File: config.mk
export PLATFORM = sky130hd
export DESIGN_NAME = rlbe_out_reg
export DESIGN_NICKNAME = d
export VERILOG_FILES = /design/src/rtl/assert_macros.svh /design/src/rtl/rlbe_pkg.sv /design/src/rtl/rlbe_out_reg.sv
export SDC_FILE = /design/constraint.sdc
export NUM_CORES = 1
export LEC_CHECK = 0
export BUFFER_PORTS_ARGS = -buffer_cell sky130_fd_sc_hd__buf_2
export CORE_MARGIN = 1
export CORE_UTILIZATION = 39
export CTS_CLUSTER_SIZE = 8
export DETAILED_ROUTE_END_ITERATION = 8
export GPL_ROUTABILITY_DRIVEN = 0
export GPL_TIMING_DRIVEN = 0
export PLACE_DENSITY_LB_ADDON = 0.05
export SYNTH_ARGS = -nofsm -noshare
export SYNTH_HDL_FRONTEND = slang
export SYNTH_SLANG_ARGS = --single-unit
File: constraint.sdc
create_clock -name i_clk -period 0.8 [get_ports i_clk]
set_input_delay 0.08 -clock i_clk [delete_from_list [all_inputs] [get_ports i_clk]]
set_output_delay 0.08 -clock i_clk [all_outputs]
set_load 0.01 [all_outputs]
File: src/rtl/assert_macros.svh
// Assertion macros shared by the RTL.
`ifndef ASSERT_MACROS_SVH
`define ASSERT_MACROS_SVH
`ifndef ASSERT_OFF
`define ASSERT_IMPLIES(label, clk, rst_n, a, b) \
    label: assert property (@(posedge clk) disable iff (!rst_n) (a) |-> (b)) \
        else $error("assertion failed");
`define ASSERT_NEXT(label, clk, rst_n, a, b) \
    label: assert property (@(posedge clk) disable iff (!rst_n) (a) |=> (b)) \
        else $error("assertion failed");
`else
`define ASSERT_IMPLIES(label, clk, rst_n, a, b)
`define ASSERT_NEXT(label, clk, rst_n, a, b)
`endif
`endif

File: src/rtl/rlbe_pkg.sv
// ----------------------------------------------------------------------------
// rlbe_pkg
// Types and constants of the residency table evictor.
// ----------------------------------------------------------------------------
package rlbe_pkg;
    localparam int DEF_ENTRIES = 32;
    localparam logic [15:0] BUDGET_RESET = 16'd256;

    localparam logic [3:0] OP_CREATE = 4'd0;
    localparam logic [3:0] OP_LSTART = 4'd1;
    localparam logic [3:0] OP_LDONE  = 4'd2;
    localparam logic [3:0] OP_LFAIL  = 4'd3;
    localparam logic [3:0] OP_REF    = 4'd4;
    localparam logic [3:0] OP_UNREF  = 4'd5;
    localparam logic [3:0] OP_QUERY  = 4'd6;
    localparam logic [3:0] OP_TICK   = 4'd7;
    localparam logic [3:0] OP_COLLECT = 4'd8;
    localparam logic [3:0] OP_RCLEAR = 4'd9;

    localparam logic [2:0] ST_PENDING = 3'd0;
    localparam logic [2:0] ST_LOADING = 3'd1;
    localparam logic [2:0] ST_READY   = 3'd2;
    localparam logic [2:0] ST_FAILED  = 3'd3;
    localparam logic [2:0] ST_INVALID = 3'd4;

    localparam logic [1:0] EV_DONE    = 2'd0;
    localparam logic [1:0] EV_INVAL   = 2'd1;
    localparam logic [1:0] EV_IGNORED = 2'd2;
    localparam logic [1:0] EV_FULL    = 2'd3;

    typedef struct packed {
        logic [3:0]  opcode;
        logic [4:0]  entry_id;
        logic [15:0] handle_generation;
        logic [2:0]  asset_kind;
        logic [31:0] loaded_bytes;
        logic [47:0] frame_number;
    } t_in_word;

    typedef struct packed {
        logic [1:0]  event_kind;
        logic [4:0]  result_id;
        logic [15:0] result_generation;
        logic [2:0]  entry_status;
        logic [2:0]  result_kind;
        logic        last_result;
    } t_out_word;
endpackage

File: src/rtl/rlbe_out_reg.sv
// ----------------------------------------------------------------------------
// rlbe_out_reg
// One-word output register with valid/ready handshake.
// ----------------------------------------------------------------------------
module rlbe_out_reg
    import rlbe_pkg::*;
(
    input  logic      i_clk,
    input  logic      i_rst_n,
    input  logic      i_push,
    input  t_out_word i_word,
    output logic      o_full,
    output logic      o_valid,
    input  logic      i_ready,
    output t_out_word o_word
);
    logic      r_valid;
    t_out_word r_word;

    always_ff @(posedge i_clk) begin
        if (!i_rst_n) begin
            r_valid <= 1'b0;
        end else if (i_push) begin
            r_valid <= 1'b1;
        end else if (i_ready) begin
            r_valid <= 1'b0;
        end
    end

    always_ff @(posedge i_clk) begin
        if (i_push) begin
            r_word <= i_word;
        end
    end

    assign o_full  = r_valid && !i_ready;
    assign o_valid = r_valid;
    assign o_word  = r_word;
endmodule

==> reports/summary.txt <==
status - finished, violations left
failing checks - negative setup slack
startpoint types - flop
R2R Path Start - o_valid$_SDFFE_PN0P_
Synth Instances - 33
Root Buffer - clkbuf_4
MaxCap Viol Count - 0
Final Slew Violations - 0
Worst-path clk slew - 0.09 ns
Post-layout nets - 171
total track usage - 0.172
core area - 0.00225 mm^2
Antenna Nets Post-Route - 0
CTS tree - done
Max VDD drop - 1.47 mV
clk buf depth - 2
initial antenna violation count - 0
Synth Register Bits - 31
clk_skew - 0 ns
hold crit path type - primary input to flop
most common cell after layout, fill and taps aside - buf_2
Worst setup EP type - output port
CTS Sinks - 31
mapped cell area - 942 um^2
Post-Place Cell Area - 0.00130 mm^2
hold path cells - 3
r2r endpoint - o_valid$_SDFFE_PN0P_
Clock Latency Late Sink - 0.32 ns
Final Setup Violations - 32
Pwr Density - 1990 mW/mm^2
drt total wl - 1950 um
antenna cells - 0
grt ovf - 0
fmax - 999 MHz
Leak - 0.743 nW
DR WL/cell - 11.7 um
register area share after synthesis - 0.977
DR iter-0 viols - 8
relative slew slack - 0.557
Top Ports - 66
synth unique cells - 4
minimum clock period - 1.00 ns
die footprint - 0.00262 mm^2
largest net degree at the start of global routing - 32
RSZ-0062 raised after global routing - yes
hold endpoint - o_valid$_SDFFE_PN0P_
Worst Tran Pin Value - 0.664 ns
row count - 17
Net Count, Synth - 67
Arr. time, crit path - 0.92 ns
commonest cells after routing, fill and taps aside - 63 x buf_2, 31 x dlygate4sd3_1, 30 x edfxtp_1
vias in the first global route - 675
part of the cycle the worst path needs - 1.25
First-pass DRT Iterations - 2
final core occ - 0.755
H-tree depth - 2
PortBufs - 65
Reg2Reg Setup Slack - 0.08 ns
Starting Density - 0.418
hold wc startpoint - i_ready
pre-CTS setup slack - -0.191 ns
Hold Fails Final Rpt - 0
Die Wd - 51.2 um
Worst Path Class, Setup - flop to output port
Layout area overhead - 80.7%
vias after detailed routing - 679
Worst Setup Slack, final - -0.201 ns
Req. time, crit path - 0.72 ns
YS warnings - 0
Die Ht - 51.2 um
drt drc - 0
r2r worst-path depth - 2
Mean Syn Cell Area - 28.6 um^2
global-route wire length before repair - 2960 um
CTS Buf Count - 5
crit-path max FO - 2
layout cells sized above 1 - 0.543
Via density - 4.09
Finished Cell Area - 0.00170 mm^2
## cells by family after synthesis
kind of cell	after synthesis	synth area share
flops	31	0.977
simple gates	1	0.0146
compound gates	1	0.00797
## through the flow
stage               cells  hold slack, ns  power (mW)  setup TNS, ns
finish                166          0.0958        3.38          -3.61
floorplan              33           0.179        2.07              0
CTS                   165          0.0811        3.40          -3.94
detailed placement    126           0.258        2.29          -5.80
global route          166          0.0988        3.52          -5.09
global placement      126           0.257        2.28          -5.65
## flip-flops by register name, summed over array words and instances (netlist names)
| signal | count |
|---|---|
| o_word | 30 |
| o_valid | 1 |
## metal layers
layer  up-vias  GRT usage  wire (um)
li1        340          -          -
met1       299      0.161        707
met2        38      0.311       1070
met3         2     0.0774        161
met4         0     0.0833         14
met5         -          0          0
## cells in the mapped netlist
| cell type | n | share of area |
|---|---|---|
| dfxtp_1 | 1 | 0.021 |
| edfxtp_1 | 30 | 0.96 |
| nor2b_4 | 1 | 0.015 |
| o21a_1 | 1 | 0.0080 |
## critical path, cell delays in order (launching register included)
cell and delay (ns):
dfxtp_2 0.33, nor2b_4 0.15, buf_6 0.11
## where the power goes
part	switching (mW)	leakage, nW	internal [mW]
sequential	0.0262	0.302	1.92
clock	0.488	0.0386	0.517
combinational	0.182	0.402	0.251
## repair_timing
| item | CTS | global route |
|---|---|---|
| hold endpoints to repair | 31 | 0 |
| hold buffers | 31 | 0 |
| resized for setup | 2 | 1 |
| pin swaps | 0 | 0 |
| setup endpoints to repair | 32 | 32 |
| buffers inserted | 0 | 1 |
## how the worst max path moves through the flow
stage	start	endpoint	slack, ns
after detailed placement	i_push	o_word[3]$_DFFE_PP_	-0.19
after global placement	i_push	o_word[27]$_DFFE_PP_	-0.19
after CTS	o_valid$_SDFFE_PN0P_	o_full	-0.20
final	o_valid$_SDFFE_PN0P_	o_full	-0.20
after global routing	o_valid$_SDFFE_PN0P_	o_full	-0.25
after floorplan	o_valid$_SDFFE_PN0P_	o_valid$_SDFFE_PN0P_	0.08
## cell type report
| cell class | count | area (um^2) |
|---|---|---|
| flip-flops and latches | 31 | 922 |
| repair buffers | 97 | 656 |
| fillers | 155 | 552 |
| clock buffers | 8 | 68.8 |
| well taps | 28 | 35.0 |
| multi-input cells | 2 | 21.3 |
No activity file was read; power rests on OpenSTA's default activity.
